==> config.mk <==
export PLATFORM = sky130hd
export DESIGN_NAME = line_point_stepper
export DESIGN_NICKNAME = d
export VERILOG_FILES = /design/src/rtl/lps_pkg.sv /design/src/rtl/line_point_stepper.sv /design/src/rtl/lps_front.sv /design/src/rtl/lps_queue.sv /design/src/rtl/lps_back.sv
export SDC_FILE = /design/constraint.sdc
export NUM_CORES = 1
export LEC_CHECK = 0
export ABC_AREA = 1
export BUFFER_PORTS_ARGS = -buffer_cell sky130_fd_sc_hd__buf_2
export CAP_MARGIN = 20
export CORE_ASPECT_RATIO = 1.4
export CORE_UTILIZATION = 30
export DETAILED_ROUTE_END_ITERATION = 7
export PLACE_DENSITY = 0.45
export SETUP_SLACK_MARGIN = 0.1
export SLEW_MARGIN = 20
export SYNTH_ARGS = -nofsm -noshare
export SYNTH_HDL_FRONTEND = slang
export SYNTH_HIERARCHICAL = 1
export SYNTH_SLANG_ARGS = --single-unit
==> constraint.sdc <==
create_clock -name clk -period 8.6 [get_ports clk]
set_input_delay 1.72 -clock clk [delete_from_list [all_inputs] [get_ports clk]]
set_output_delay 1.72 -clock clk [all_outputs]
set_load 0.1 [all_outputs]
==> src/rtl/lps_pkg.sv <==
package lps_pkg;

	localparam int COORD_BITS = 12;
	localparam int ERR_BITS = COORD_BITS + 4;
	localparam int QUEUE_DEPTH = 2;
	localparam int QPTR_W = $clog2(QUEUE_DEPTH);
	localparam int QCNT_W = $clog2(QUEUE_DEPTH + 1);

	localparam logic FUNC_START = 1'b0;
	localparam logic FUNC_ADVANCE = 1'b1;

	typedef logic signed [COORD_BITS-1:0] coord_t;
	typedef logic signed [COORD_BITS:0] coord_ext_t;
	typedef logic [COORD_BITS-1:0] mag_t;
	typedef logic signed [ERR_BITS-1:0] err_t;

	typedef struct packed {
		logic func;
		coord_t first_x;
		coord_t first_y;
		coord_t second_x;
		coord_t second_y;
	} req_item_t;

	typedef struct packed {
		coord_t point_x;
		coord_t point_y;
		logic point_valid;
		logic is_last;
	} rsp_item_t;

	// Classified command passed from the front to the back through the queue
	typedef struct packed {
		logic is_start;
		coord_t begin_x;
		coord_t begin_y;
		coord_t end_major;
		logic steep;
		logic minor_negative;
		logic single_point;
		err_t error_init;
		err_t inc_axial;
		err_t inc_diag;
	} cmd_t;

endpackage

==> src/rtl/line_point_stepper.sv <==
// Bresenham line stepper: walks an integer line one point per beat.
// Request channel (req_valid / req_ready / req): func FUNC_START carries two
// endpoints and restarts the line; func FUNC_ADVANCE moves one step along it.
// Response channel (rsp_valid / rsp_ready / rsp): exactly one beat per request,
// in request order. point_valid drops to 0 once the line is finished, with
// the point and is_last cleared.
// A request accepted by the front passes through the setup stage, the command
// queue and the output register before its response beat can be taken.
// Throughput: one request per cycle when the receiver keeps up; each step
// is one add and compare in the back end's state loop.
// Reset clears the line state to a finished single point at the origin, so
// an advance before any start reports a finished line.
// When the receiver stalls, the output register holds its beat, the back end
// stops, the two-entry queue and then the setup stage fill, and req_ready
// then falls; nothing is lost.
module line_point_stepper (
	input  logic               clk,
	input  logic               arst_n,
	input  logic               req_valid,
	output logic               req_ready,
	input  lps_pkg::req_item_t req,
	output logic               rsp_valid,
	input  logic               rsp_ready,
	output lps_pkg::rsp_item_t rsp
);
	import lps_pkg::*;

	logic cmd_push_valid, cmd_push_ready;
	cmd_t cmd_push;
	logic cmd_pop_valid, cmd_pop_ready;
	cmd_t cmd_pop;

	// Front: classify the request and precompute the line setup
	lps_front u_front (
		.clk      (clk),
		.arst_n   (arst_n),
		.req_valid(req_valid),
		.req_ready(req_ready),
		.req      (req),
		.cmd_valid(cmd_push_valid),
		.cmd_ready(cmd_push_ready),
		.cmd      (cmd_push)
	);

	// Queue: decouple the front from a stalled back end
	lps_queue u_queue (
		.clk       (clk),
		.arst_n    (arst_n),
		.push_valid(cmd_push_valid),
		.push_ready(cmd_push_ready),
		.push_data (cmd_push),
		.pop_valid (cmd_pop_valid),
		.pop_ready (cmd_pop_ready),
		.pop_data  (cmd_pop)
	);

	// Back: hold the line state, advance it and register the response
	lps_back u_back (
		.clk      (clk),
		.arst_n   (arst_n),
		.cmd_valid(cmd_pop_valid),
		.cmd_ready(cmd_pop_ready),
		.cmd      (cmd_pop),
		.rsp_valid(rsp_valid),
		.rsp_ready(rsp_ready),
		.rsp      (rsp)
	);

	// A finished-line beat carries no point and no end flag
	a_finished_clear: assert property (@(posedge clk) disable iff (!arst_n)
		(rsp_valid && !rsp.point_valid) |->
		(rsp.point_x == '0 && rsp.point_y == '0 && !rsp.is_last))
		else $error("finished-line beat carries data");

	// The front never stalls while the queue has room
	a_front_drains: assert property (@(posedge clk) disable iff (!arst_n)
		(cmd_push_valid && cmd_push_ready) |-> req_ready)
		else $error("front stalled with room in the queue");

	// A command popped while the output is free always yields a response beat
	a_pop_gives_beat: assert property (@(posedge clk) disable iff (!arst_n)
		(cmd_pop_valid && cmd_pop_ready) |=> rsp_valid)
		else $error("command popped without a response beat");

endmodule

==> src/rtl/lps_front.sv <==
module lps_front (
	input  logic              clk,
	input  logic              arst_n,
	input  logic              req_valid,
	output logic              req_ready,
	input  lps_pkg::req_item_t req,
	output logic              cmd_valid,
	input  logic              cmd_ready,
	output lps_pkg::cmd_t     cmd
);
	import lps_pkg::*;

	function automatic mag_t abs_diff(coord_t a, coord_t b);
		coord_ext_t ae;
		coord_ext_t be;
		coord_ext_t d;
		ae = coord_ext_t'(a);
		be = coord_ext_t'(b);
		d = (a > b) ? (ae - be) : (be - ae);
		return d[COORD_BITS-1:0];
	endfunction

	logic      valid_s1;
	req_item_t item_s1;
	mag_t      adx_s1, ady_s1;
	logic      gx_s1, lx_s1, gy_s1, ly_s1;

	logic   advance_s1;
	logic   steep;
	logic   first_is_end;
	logic   minor_neg;
	mag_t   maj, mnr;
	err_t   maj2, mnr2;

	assign advance_s1 = !valid_s1 || cmd_ready;
	assign req_ready  = advance_s1;

	// Stage 1: magnitudes and endpoint comparisons
	always_ff @(posedge clk or negedge arst_n) begin
		if (!arst_n) begin
			valid_s1 <= 1'b0;
		end else if (advance_s1) begin
			valid_s1 <= req_valid;
		end
	end

	always_ff @(posedge clk) begin
		if (advance_s1 && req_valid) begin
			item_s1 <= req;
			adx_s1  <= abs_diff(req.first_x, req.second_x);
			ady_s1  <= abs_diff(req.first_y, req.second_y);
			gx_s1   <= req.first_x > req.second_x;
			lx_s1   <= req.first_x < req.second_x;
			gy_s1   <= req.first_y > req.second_y;
			ly_s1   <= req.first_y < req.second_y;
		end
	end

	// Stage 2: pick axes, order endpoints, form error terms
	always_comb begin
		steep        = ady_s1 > adx_s1;
		first_is_end = steep ? gy_s1 : gx_s1;
		minor_neg    = steep ? (gy_s1 ? lx_s1 : gx_s1) : (gx_s1 ? ly_s1 : gy_s1);
		maj          = steep ? ady_s1 : adx_s1;
		mnr          = steep ? adx_s1 : ady_s1;
		maj2         = err_t'({maj, 1'b0});
		mnr2         = err_t'({mnr, 1'b0});

		cmd.is_start       = item_s1.func == FUNC_START;
		cmd.begin_x        = first_is_end ? item_s1.second_x : item_s1.first_x;
		cmd.begin_y        = first_is_end ? item_s1.second_y : item_s1.first_y;
		cmd.end_major      = steep ? (first_is_end ? item_s1.first_y : item_s1.second_y)
		                           : (first_is_end ? item_s1.first_x : item_s1.second_x);
		cmd.steep          = steep;
		cmd.minor_negative = minor_neg;
		cmd.single_point   = maj == '0;
		cmd.error_init     = mnr2 - err_t'(maj);
		cmd.inc_axial      = mnr2;
		cmd.inc_diag       = mnr2 - maj2;
	end

	assign cmd_valid = valid_s1;

endmodule

==> src/rtl/lps_queue.sv <==
module lps_queue (
	input  logic          clk,
	input  logic          arst_n,
	input  logic          push_valid,
	output logic          push_ready,
	input  lps_pkg::cmd_t push_data,
	output logic          pop_valid,
	input  logic          pop_ready,
	output lps_pkg::cmd_t pop_data
);
	import lps_pkg::*;

	function automatic logic [QPTR_W-1:0] next_ptr(logic [QPTR_W-1:0] p);
		return (p == QPTR_W'(QUEUE_DEPTH - 1)) ? '0 : p + QPTR_W'(1);
	endfunction

	cmd_t               entry_q [QUEUE_DEPTH];
	logic [QPTR_W-1:0]  wr_ptr_q, rd_ptr_q;
	logic [QCNT_W-1:0]  count_q;
	logic               push, pop;

	assign push_ready = count_q != QCNT_W'(QUEUE_DEPTH);
	assign pop_valid  = count_q != '0;
	assign push       = push_valid && push_ready;
	assign pop        = pop_valid && pop_ready;
	assign pop_data   = entry_q[rd_ptr_q];

	always_ff @(posedge clk or negedge arst_n) begin
		if (!arst_n) begin
			wr_ptr_q <= '0;
			rd_ptr_q <= '0;
			count_q  <= '0;
		end else begin
			if (push) wr_ptr_q <= next_ptr(wr_ptr_q);
			if (pop) rd_ptr_q <= next_ptr(rd_ptr_q);
			if (push && !pop) count_q <= count_q + QCNT_W'(1);
			else if (pop && !push) count_q <= count_q - QCNT_W'(1);
		end
	end

	always_ff @(posedge clk) begin
		if (push) entry_q[wr_ptr_q] <= push_data;
	end

endmodule

==> src/rtl/lps_back.sv <==
module lps_back (
	input  logic               clk,
	input  logic               arst_n,
	input  logic               cmd_valid,
	output logic               cmd_ready,
	input  lps_pkg::cmd_t      cmd,
	output logic               rsp_valid,
	input  logic               rsp_ready,
	output lps_pkg::rsp_item_t rsp
);
	import lps_pkg::*;

	coord_t    cur_x_q, cur_y_q, end_major_q;
	logic      steep_q, minor_negative_q;
	err_t      error_q, inc_axial_q, inc_diag_q;
	logic      rsp_valid_q;
	rsp_item_t rsp_q;

	logic   pop;
	coord_t major, minor, major_n, minor_n;
	logic   finished, take_diag;
	err_t   error_n;

	assign cmd_ready = !rsp_valid_q || rsp_ready;
	assign pop       = cmd_valid && cmd_ready;
	assign rsp_valid = rsp_valid_q;
	assign rsp       = rsp_q;

	always_comb begin
		major     = steep_q ? cur_y_q : cur_x_q;
		minor     = steep_q ? cur_x_q : cur_y_q;
		finished  = major == end_major_q;
		take_diag = error_q > 0;
		major_n   = major + coord_t'(1);
		if (!take_diag) minor_n = minor;
		else if (minor_negative_q) minor_n = minor - coord_t'(1);
		else minor_n = minor + coord_t'(1);
		error_n   = error_q + (take_diag ? inc_diag_q : inc_axial_q);
	end

	always_ff @(posedge clk or negedge arst_n) begin
		if (!arst_n) begin
			cur_x_q          <= '0;
			cur_y_q          <= '0;
			end_major_q      <= '0;
			steep_q          <= 1'b0;
			minor_negative_q <= 1'b0;
			error_q          <= '0;
			inc_axial_q      <= '0;
			inc_diag_q       <= '0;
			rsp_valid_q      <= 1'b0;
		end else begin
			if (pop) begin
				rsp_valid_q <= 1'b1;
				if (cmd.is_start) begin
					cur_x_q          <= cmd.begin_x;
					cur_y_q          <= cmd.begin_y;
					end_major_q      <= cmd.end_major;
					steep_q          <= cmd.steep;
					minor_negative_q <= cmd.minor_negative;
					error_q          <= cmd.error_init;
					inc_axial_q      <= cmd.inc_axial;
					inc_diag_q       <= cmd.inc_diag;
				end else if (!finished) begin
					cur_x_q <= steep_q ? minor_n : major_n;
					cur_y_q <= steep_q ? major_n : minor_n;
					error_q <= error_n;
				end
			end else if (rsp_ready) begin
				rsp_valid_q <= 1'b0;
			end
		end
	end

	always_ff @(posedge clk) begin
		if (pop) begin
			if (cmd.is_start) begin
				rsp_q.point_x     <= cmd.begin_x;
				rsp_q.point_y     <= cmd.begin_y;
				rsp_q.point_valid <= 1'b1;
				rsp_q.is_last     <= cmd.single_point;
			end else if (!finished) begin
				rsp_q.point_x     <= steep_q ? minor_n : major_n;
				rsp_q.point_y     <= steep_q ? major_n : minor_n;
				rsp_q.point_valid <= 1'b1;
				rsp_q.is_last     <= major_n == end_major_q;
			end else begin
				rsp_q <= '0;
			end
		end
	end

endmodule
=== Yosys cells after proc, flatten, opt, wreduce, memory -nomap -nowiden ===
Memory sizes are Yosys's and may differ from the RTL's.
Cells that the tools add are included.

* Add/sub/neg operators: 14
* Muxes and demuxes: 36
* $lt $le $gt $ge: 6
* Bitwise gates (word level): 1
* Equality and inequality tests: 4
* Reductions and logical operators: 17

{| class="wikitable"
|+ Operators by type and width
! kind !! count
|-
| $mux 12 || 19
|-
| $mux 26 || 2
|-
| $mux 16 || 3
|-
| $sub 12x12->12 || 4
|-
| $gt 12x12->1 || 3
|-
| $add 12x2->12 const B || 2
|-
| $eq 12x12->1 || 2
|-
| $lt 12x12->1 || 2
|-
| $add 16x16->16 || 1
|-
| $gt 16x1->1 const B || 1
|-
| $sub 13x12->14 || 1
|-
| $sub 13x13->14 || 1
|-
| $logic_not 12->1 || 1
|-
| $sub 12x2->12 const B || 1
|-
| $mux 1 || 10
|-
| $reduce_bool 2->1 || 3
|-
| $logic_and 1x1->1 || 5
|-
| $logic_not 1->1 || 4
|-
| $mux 2 || 2
|-
| $ne 2x2->1 const B || 2
|-
| $reduce_and 2->1 || 2
|-
| $add 1x1->1 const B || 2
|-
| $add 2x1->2 const B || 1
|-
| $logic_or 1x1->1 || 2
|-
| 2 further kinds || 2
|}

* Memories: 1
* Bits of input ports: 53
* Logic and storage cells: 107
* Output and inout port bits: 28
* Register bits after elaboration: 195
* Memory bits (writable): 168

{| class="wikitable"
|+ Memory list
! memory !! words !! bits a word !! read ports !! clocked after memory_dff !! write ports !! line !! source
|-
| u_queue.entry_q || 2 || 84 || 1 || 0 || 1 || lps_queue.sv:17 || <nowiki>cmd_t entry_q [QUEUE_DEPTH];</nowiki>
|}

=== Longest topological paths before layout ===
Gate-level depths: netlist of the first run.

* Depth in word-level cells: 7
* Gate-level depth with buffers: 27
* Gate-level depth less buffers: 26

=== Cells and area by module ===
Netlist of the first run, hierarchy kept.

{| class="wikitable"
|+ By module, submodules not included
! module !! area an instance (um^2) !! cells each !! seq. area each (um^2) !! times used
|-
| lps_back || 7880.1 || 1123 || 2957.8 || 1
|-
| lps_front || 7658.6 || 1087 || 2337.2 || 1
|-
| lps_queue || 6611.3 || 488 || 5385.2 || 1
|}

=== Worst setup path after synthesis of the first run ===
OpenSTA, ideal clock, no wires.

* Path kind: input to register
* From: in req_valid
* To: reg u_front.adx_s1[0], enable pin
* Required time: 8.063 ns
* Arrival time: 5.489 ns
* Library setup time: 0.537 ns
* Cell stages on the path: 2
* Buffers on the path: 0
* Slack: 2.573 ns
* Cell sequence: inv_1 > a21oi_1

* Word-level cells in the longest chain between the ends: 1

{| class="wikitable"
|+ Ends and longest elaborated chain
! what !! line !! source
|-
| start: declaration || line_point_stepper.sv:19 || <nowiki>input logic req_valid,</nowiki>
|-
| $logic_and 1x1->1 || lps_front.sv:48 || <nowiki>if (advance_s1 && req_valid) begin</nowiki>
|-
| end signal: assignment || lps_front.sv:50 || <nowiki>adx_s1 <= abs_diff(req.first_x, req.second_x);</nowiki>
|-
| end: declaration || lps_front.sv:25 || <nowiki>mag_t adx_s1, ady_s1;</nowiki>
|}

No other way between the ends.
A chain may end at the register's enable or synchronous reset.

=== Worst setup path in the final report of the first run ===
* From: reg u_front.adx_s1[11]
* To: mem u_queue/entry_q[0][45] in the netlist's numbering, data pin

* Word-level cells in the longest chain between the ends: 2

{| class="wikitable"
|+ Ends and longest elaborated chain
! what !! line !! source
|-
| $gt 12x12->1 || lps_front.sv:61 || <nowiki>steep = ady_s1 > adx_s1;</nowiki>
|-
| $mux 1 || lps_front.sv:63 || <nowiki>minor_neg = steep ? (gy_s1 ? lx_s1 : gx_s1) : (gx_s1 ? ly_s1 : gy_s1);</nowiki>
|-
| end: declaration || lps_queue.sv:17 ||
|}

No other way between the ends.

==> out/results.ini, run 1 <==
[finish]
antenna_cells=0
final_cell_mix=nand2_1 (1073), edfxtp_1 (279), inv_1 (267)
final_nets=2892
areaGrowthSynthToFinish_pct=12.0
final_common_cell=nand2_1
register_area_um2=10700
finalInstanceArea_um2=24800
nFillCells=7639
multi_input_area_um2=9880
drive_gt1_frac=0.103

[min_path]
hold_path_depth=2
hold_end=u_back/cur_x_q[5]$_DFFE_PN0P_
hp-class=flip-flop to flip-flop
min_from=u_back/cur_x_q[5]$_DFFE_PN0P_

[placement]
place_congestion=0.856
portBuffers=80
postPlaceCellArea_um2=23400
dpl.hpwl_um=48100

[sta]
clock_skew_ns=0.0405
finalSetupTns_ns=0
slew_headroom=0.335
setup_viol=0
fmax_mhz=208
hold_violations=0
period_share=0.560
final_max_slew_viol_count=0
layout_min_cycle_time_ns=4.82
rsz0062_at_grt=no
tightest_slew_ns=0.996

[synthesis]
synth_compound_gate_area_share=0.0726
yosys_warnings=6
synth_top_family_by_area=simple AND/OR/NAND/NOR gates
synth.mux.area_fraction=0.0176
postSynthCellCount=2698
synth.largest_area_cell=edfxtp_1
synth-adder-area-share=0.0580
avgSynthCellArea_um2=8.21
synth-edff-count=279
synthXorXnorAreaFrac=0.0264
synth_ff_type=edfxtp_1
ys_ff_latch=371
synth_top_area_frac=0.378
async_flop_share=0.248
seq_area_frac_synth=0.482
synth_cell_types=49
syn_area_um2=22100
synthTopCellsByArea=edfxtp_1 (38%), nand2_1 (18%), dfrtp_1 (10%)
synth-simple-area-share=0.268

[routing]
dr.first_iter.drc_count=961
vias_per_cell=4.68
drt_pass1_iterations=5
routed_wl_um=63800
drc=0
ant_nets=0
via_count=17400
wl_per_cell_um=17.1

[grt]
antenna_found_initial=0
grt_pass1_wl_um=100000
grt.overflow.total=0
grt_usage=0.174
grt_max_degree=76
grt_pass1_vias=17400

[die]
rows=117
coreArea_um2=72900
io_pins=81
fp.dieH_um=324
chipWidth_um=232
start_util=0.304
die_area_um2=74900

[worst_setup_path]
path_class=flip-flop to flip-flop
reg2reg_to=u_queue/entry_q[0][45]$_DFFE_PP_
required_ns=8.92
reg2reg_depth=17
reg2reg_slack_ns=3.78
r2r_start=u_front/adx_s1[11]$_DFFE_PP_
endpoint_kind=flip-flop
cp.arrival_ns=5.14
worstPathMaxFanout=37
cp-start-kind=flip-flop

[clocking]
post-cts-setup-buffers=0
insertion_delay_ns=0.60
cts_inserted_buffers=41
clockRootBuffer=clkbuf_16
ctsResizeCount=0
cts_sinks=371
hold_buffers=0
clockBufferDepth=3
tritoncts=done
cts.clk_slew.worst_paths_ns=0.07
h-tree-depth=2

[power_and_ir_drop]
power_density_nw_per_um2=459
vdd_drop_max_mv=0.195
power_leakage_nw=11.7

[outcome]
status=completed

[job]
maxCapViolations=0

## worst max-delay path by stage
stage	slack (ns)	cells past startpoint	startpoint	endpoint
finish	3.78	17	u_front/adx_s1[11]$_DFFE_PP_	u_queue/entry_q[0][45]$_DFFE_PP_
global route	3.33	17	u_front/adx_s1[11]$_DFFE_PP_	u_queue/entry_q[1][46]$_DFFE_PP_
CTS	3.68	14	u_front/adx_s1[11]$_DFFE_PP_	u_queue/entry_q[0][45]$_DFFE_PP_
detailed placement	3.73	14	u_front/adx_s1[11]$_DFFE_PP_	u_queue/entry_q[0][45]$_DFFE_PP_
global placement	3.80	14	u_front/adx_s1[11]$_DFFE_PP_	u_queue/entry_q[0][45]$_DFFE_PP_
floorplan	2.57	2	req_valid	u_front/adx_s1[0]$_DFFE_PP_
## worst max-delay path, cell delays in order, from the launching register on
cell and delay, ns:
edfxtp_1 0.47, inv_1 0.12, ha_1 0.37, nand2_1 0.10
inv_2 0.07, nand2_2 0.08, nor2_2 0.13, nand2_1 0.07
nand3_2 0.32, nand2_2 0.47, buf_4 0.41, o21ai_0 0.63
ha_1 0.41, a21oi_1 0.21, o21ai_0 0.11, nor2_1 0.10
nand2_1 0.06, nor2_1 0.38
## stage by stage
stage / utilization / instances / setup WS [ns] / hold WS [ns] / power (mW)
finish: 0.340 / 3724 / 3.78 / 0.503 / 11.4
global route: 0.340 / 3724 / 3.33 / 0.519 / 12.4
CTS: 0.340 / 3724 / 3.68 / 0.498 / 11.5
detailed placement: 0.320 / 3649 / 3.73 / 0.480 / 9.60
global placement: 0.320 / 3649 / 3.80 / 0.470 / 9.53
floorplan: - / 2702 / 2.57 / 0.449 / 7.98
## sequential cells by signal, summed over array words and instances, names as in the netlist, 2 cells and up
signal              cells
u_back/cur_y_q         12
u_front/adx_s1         12
u_queue/count_q         2
u_front/ady_s1         12
u_queue/entry_q       176
u_back/rsp             26
u_back/inc_axial_q     16
u_back/cur_x_q         12
u_back/error_q         16
u_front/item_s1        49
u_back/inc_diag_q      16
u_back/end_major_q     12
## synth_stat cells (10+ instances only)
master	n
a21oi_1	91
buf_2	24
buf_4	18
buf_6	13
clkbuf_1	40
dfrtp_1	92
edfxtp_1	279
ha_1	93
inv_1	267
inv_2	18
mux2_2	32
nand2_1	1074
nand2_2	24
nand3_1	184
nand3b_1	10
nand4_1	20
nor2_1	125
o211ai_1	33
o21ai_0	86
o21ai_1	18
o21ai_2	18
xnor2_1	19
xor2_1	46
## per-layer routing
layer	vias to the layer above	track usage	routed length, um	share of wire
met1	8193	0.213	28000	0.44
met5	-	0	0	0
met2	343	0.311	31900	0.50
met3	77	0.0199	1980	0.031
met4	0	0.0621	1990	0.031
li1	8833	-	-	-
## cells by family (layout without fill, tap and decap cells)
group                    count (synthesis)  after routing
multiplexers                            35             35
XOR/XNOR                                66             66
buffers and inverters                  389            459
adder cells (fa/ha/maj)                 99             99
other                                    1              5
AND/OR/NAND/NOR                       1463           1463
flip-flops                             371            371
AO/OA/AOI/OAI                          274            274
## layout make-up
cell class / count / area share
Sequential cell: 371 / 0.431
Tap cell: 952 / 0.0480
Inverter: 288 / 0.0438
Timing Repair Buffer: 96 / 0.0211
Clock inverter: 23 / 0.0114
Clock buffer: 52 / 0.0467
Multi-Input combinational cell: 1942 / 0.398
## power by group
part / leakage [nW] / internal (mW) / switching [mW]
registers: 3.75 / 3.03 / 0.312
clock network: 0.709 / 1.11 / 0.776
logic: 7.23 / 1.75 / 4.40
total: 11.7 / 5.89 / 5.49
No activity file was read; power rests on OpenSTA's default activity.
==> run 2: changes to the inputs <==
--- a/config.mk
+++ b/config.mk
@@ -5,7 +5,7 @@
 export SDC_FILE = /design/constraint.sdc
 export NUM_CORES = 1
 export LEC_CHECK = 0
-export ABC_AREA = 1
+export ABC_AREA = 0
 export BUFFER_PORTS_ARGS = -buffer_cell sky130_fd_sc_hd__buf_2
 export CAP_MARGIN = 20
 export CORE_ASPECT_RATIO = 1.4
==> constraint.sdc (replaced) <==
create_clock -name clk -period 4.5 [get_ports clk]
set_input_delay 0.9 -clock clk [delete_from_list [all_inputs] [get_ports clk]]
set_output_delay 0.9 -clock clk [all_outputs]
set_load 0.1 [all_outputs]
==> run 2 against run 1 <==
  * Maximum frequency is 16% higher
  * Final cell count is 22% lower
  * Sequential power is 93% higher
  * Sequential share of layout area is 0.76 points higher
  * First-iteration DRC count is 0.94% lower
  * Largest cell class unchanged
==> out/results.ini, run 2 <==
[synthesis]
synth_common_cells=edfxtp_1 (279), nand2_1 (175), mux2_2 (171)
seq_area_frac_synth=0.505  ; +0.0225
yosysMostFrequentCell=edfxtp_1
syn_area_um2=21200  ; -4.5%
synth_top_area_frac=0.396  ; +0.0176
avgSynthCellArea_um2=11.4  ; +39%
ys_ff_latch=371  ; unchanged
synth-edff-count=279  ; unchanged
postSynthCellCount=1850  ; -31%
async_flop_share=0.248  ; unchanged
synthTopCellsByArea=edfxtp_1 (40%), dfrtp_1 (11%), mux2_2 (9.1%)
synth.largest_area_cell=edfxtp_1
synth_ff_type=edfxtp_1
synth_cell_types=91  ; +86%
yosys_warnings=6  ; unchanged

[worst_setup_path]
required_ns=4.92  ; -4.00 ns
slowest_stage=edfxtp_1
endpoint_kind=flip-flop
critPathMaxStageDelay_ns=0.40  ; -0.23 ns
cp-start-kind=flip-flop
worstPathMaxFanout=6  ; -84%
cp.arrival_ns=4.59  ; -0.55 ns
crit_chain=inv_2 -> ha_4 -> nand2_2 -> o21bai_1 -> a211o_1 -> a31o_1 -> buf_4 -> nand2_1 -> o21ai_2 -> ha_1 -> o21ai_0 -> mux2i_1 -> o22a_2 -> a2111oi_4 -> nor3b_2 -> a221o_1 -> a31o_1 -> a211oi_2 -> buf_4
path_class=flip-flop to flip-flop

[die]
chipWidth_um=226  ; -2.2%
die_area_um2=71600  ; -4.4%
start_util=0.305  ; +0.000845
rows=114  ; -2.6%
fp.dieH_um=316  ; -2.2%
io_pins=81  ; unchanged
coreArea_um2=69500  ; -4.7%

[routing]
drt_pass1_iterations=5  ; unchanged
vias_per_cell=4.90  ; +4.6%
wl_per_cell_um=19.7  ; +15%
dr.first_iter.drc_count=952  ; -0.94%
routed_wl_um=57700  ; -9.7%
via_count=14300  ; -18%
drc=0  ; unchanged
ant_nets=0  ; unchanged

[clocking]
tritoncts=done
hold_buffers=0  ; unchanged
cts_inserted_buffers=40  ; -2.4%
insertion_delay_ns=0.58  ; -0.02 ns
cts_sinks=371  ; unchanged
clockBufferDepth=3  ; unchanged
cts.clk_slew.worst_paths_ns=0.06  ; about the same
clockRootBuffer=clkbuf_16
h-tree-depth=2  ; unchanged

[grt]
grt_pass1_vias=14500  ; -17%
antenna_found_initial=0  ; unchanged
grt_pass1_wl_um=88000  ; -12%
grt.overflow.total=0  ; unchanged
grt_usage=0.163  ; -0.0110
grt_max_degree=82  ; +7.9%

[finish]
finalInstanceArea_um2=24400  ; -1.7%
largest_reg_flops=176  ; unchanged
final_cell_mix=edfxtp_1 (279), nand2_1 (174), mux2_2 (171)
drive_gt1_frac=0.233  ; +0.130
final_cells=2920  ; -22%
areaGrowthSynthToFinish_pct=15.2
final_nets=2114  ; -27%
final_util=0.351  ; +0.0107
final_common_cell=edfxtp_1
top_register=u_queue/entry_q
antenna_cells=0  ; unchanged

[outcome]
status=completed

[sta]
rsz0062_at_grt=no
tightest_slew_ns=0.915  ; -0.0809 ns
slew_headroom=0.374  ; +0.0397
setup_viol=0  ; unchanged
final_max_slew_viol_count=0  ; unchanged
worst_slack_ns=0.335  ; -3.45 ns
finalSetupTns_ns=0  ; unchanged
fmax_mhz=240  ; +16%
layout_min_cycle_time_ns=4.16  ; -0.654 ns
period_share=0.925  ; +0.365
hold_ws_ns=0.376  ; -0.127 ns
clock_skew_ns=0.0292  ; -0.0113 ns
hold_violations=0  ; unchanged

[min_path]
hp-class=input port to async pin

[power_and_ir_drop]
power_leakage_nw=9.66  ; -17%
vdd_drop_max_mv=0.321  ; +64%
power_density_nw_per_um2=865  ; +89%
finalPower_mw=21.1  ; +85%

[placement]
dpl.hpwl_um=42900  ; -11%
place_congestion=0.834  ; -2.5%
dp.cells=2834  ; -22%
portBuffers=80  ; unchanged
postPlaceCellArea_um2=22900  ; -2.0%
pre_cts_slack_ns=-0.298  ; -4.03 ns

[job]
maxCapViolations=0  ; unchanged

==> run 2: cell count changes after synthesis, moves of 24 or more <==
cell | previous run | this run
inv_1 | 267 | 105
mux2_2 | 32 | 171
mux2i_1 | 3 | 59
nor2_1 | 125 | 101
nor2b_1 | 0 | 28
o211ai_1 | 33 | 7
nand3_1 | 184 | 27
xnor2_1 | 19 | 71
nand2_1 | 1074 | 175
==> run 2: kinds of logic (layout without fill, tap and decap cells) <==
kind of cell | after synthesis | after routing | synth area share
other | 1 | 5 | 0.000177
DFF | 371 | 371 | 0.505
xor gates and xnor gates | 110 | 110 | 0.0455
muxes | 245 | 245 | 0.129
and+or+nand+nor | 426 | 426 | 0.0950
buffers and inverters | 209 | 347 | 0.0443
AOI/OAI and AO/OA | 387 | 387 | 0.119
adders and majority gates | 101 | 101 | 0.0616
==> run 2: where the power goes <==
part           switching [mW]  total (mW)  leakage [nW]  internal (mW)
registers               0.758        6.45          3.72           5.69
logic                    7.02        11.4          5.32           4.37
clock network            1.39        3.26         0.615           1.87
total                    9.17        21.1          9.66           11.9
==> run 2: cell type report <==
cell class / instances / area [um2]
well taps: 928 / 1160
clock buffers: 45 / 1020
flip-flops and latches: 371 / 10700
repair buffers: 166 / 1090
clock inverters: 27 / 265
inverters: 109 / 412
fillers: 6880 / 45100
multi-input cells: 1274 / 9750
==> run 2: what timing repair did <==
| action | in CTS | in global routing |
|---|---|---|
| gates resized for setup | 0 | 13 |
| endpoints found under the setup margin | 0 | 10 |
| buffers inserted | 0 | 14 |
==> run 2: critical path: cells and delay by family (launching register included) <==
kind	cells	cell delay [ns]
compound gates	10	2.20
fa+ha+maj	2	0.61
buf+inv	3	0.44
flops	1	0.40
simple gates	3	0.24
mux	1	0.13
==> run 2: metal layers <==
layer / up-vias / GRT usage / wire [um]
li1: 6945 / - / -
met4: 0 / 0.0663 / 2260
met3: 88 / 0.0228 / 2240
met2: 299 / 0.285 / 28700
met5: - / 0 / 0
met1: 6977 / 0.200 / 24500
==> run 2: path summary, 6_finish.rpt <==
kind	slack, ns	start	depth (start not counted)	end
setup / recovery	0.34	u_front/adx_s1[2]$_DFFE_PP_	19	u_queue/entry_q[1][45]$_DFFE_PP_
hold / removal	0.38	arst_n	1	u_back/inc_axial_q[0]$_DFFE_PN0P_
setup reg to reg	0.34	u_front/adx_s1[2]$_DFFE_PP_	19	u_queue/entry_q[1][45]$_DFFE_PP_
hold reg to reg	0.49	u_queue/count_q[1]$_DFFE_PN0P_	1	u_queue/count_q[1]$_DFFE_PN0P_
max in group asynchronous	3.29	arst_n	2	u_back/error_q[1]$_DFFE_PN0P_
min in group clk	0.49	u_queue/count_q[1]$_DFFE_PN0P_	1	u_queue/count_q[1]$_DFFE_PN0P_
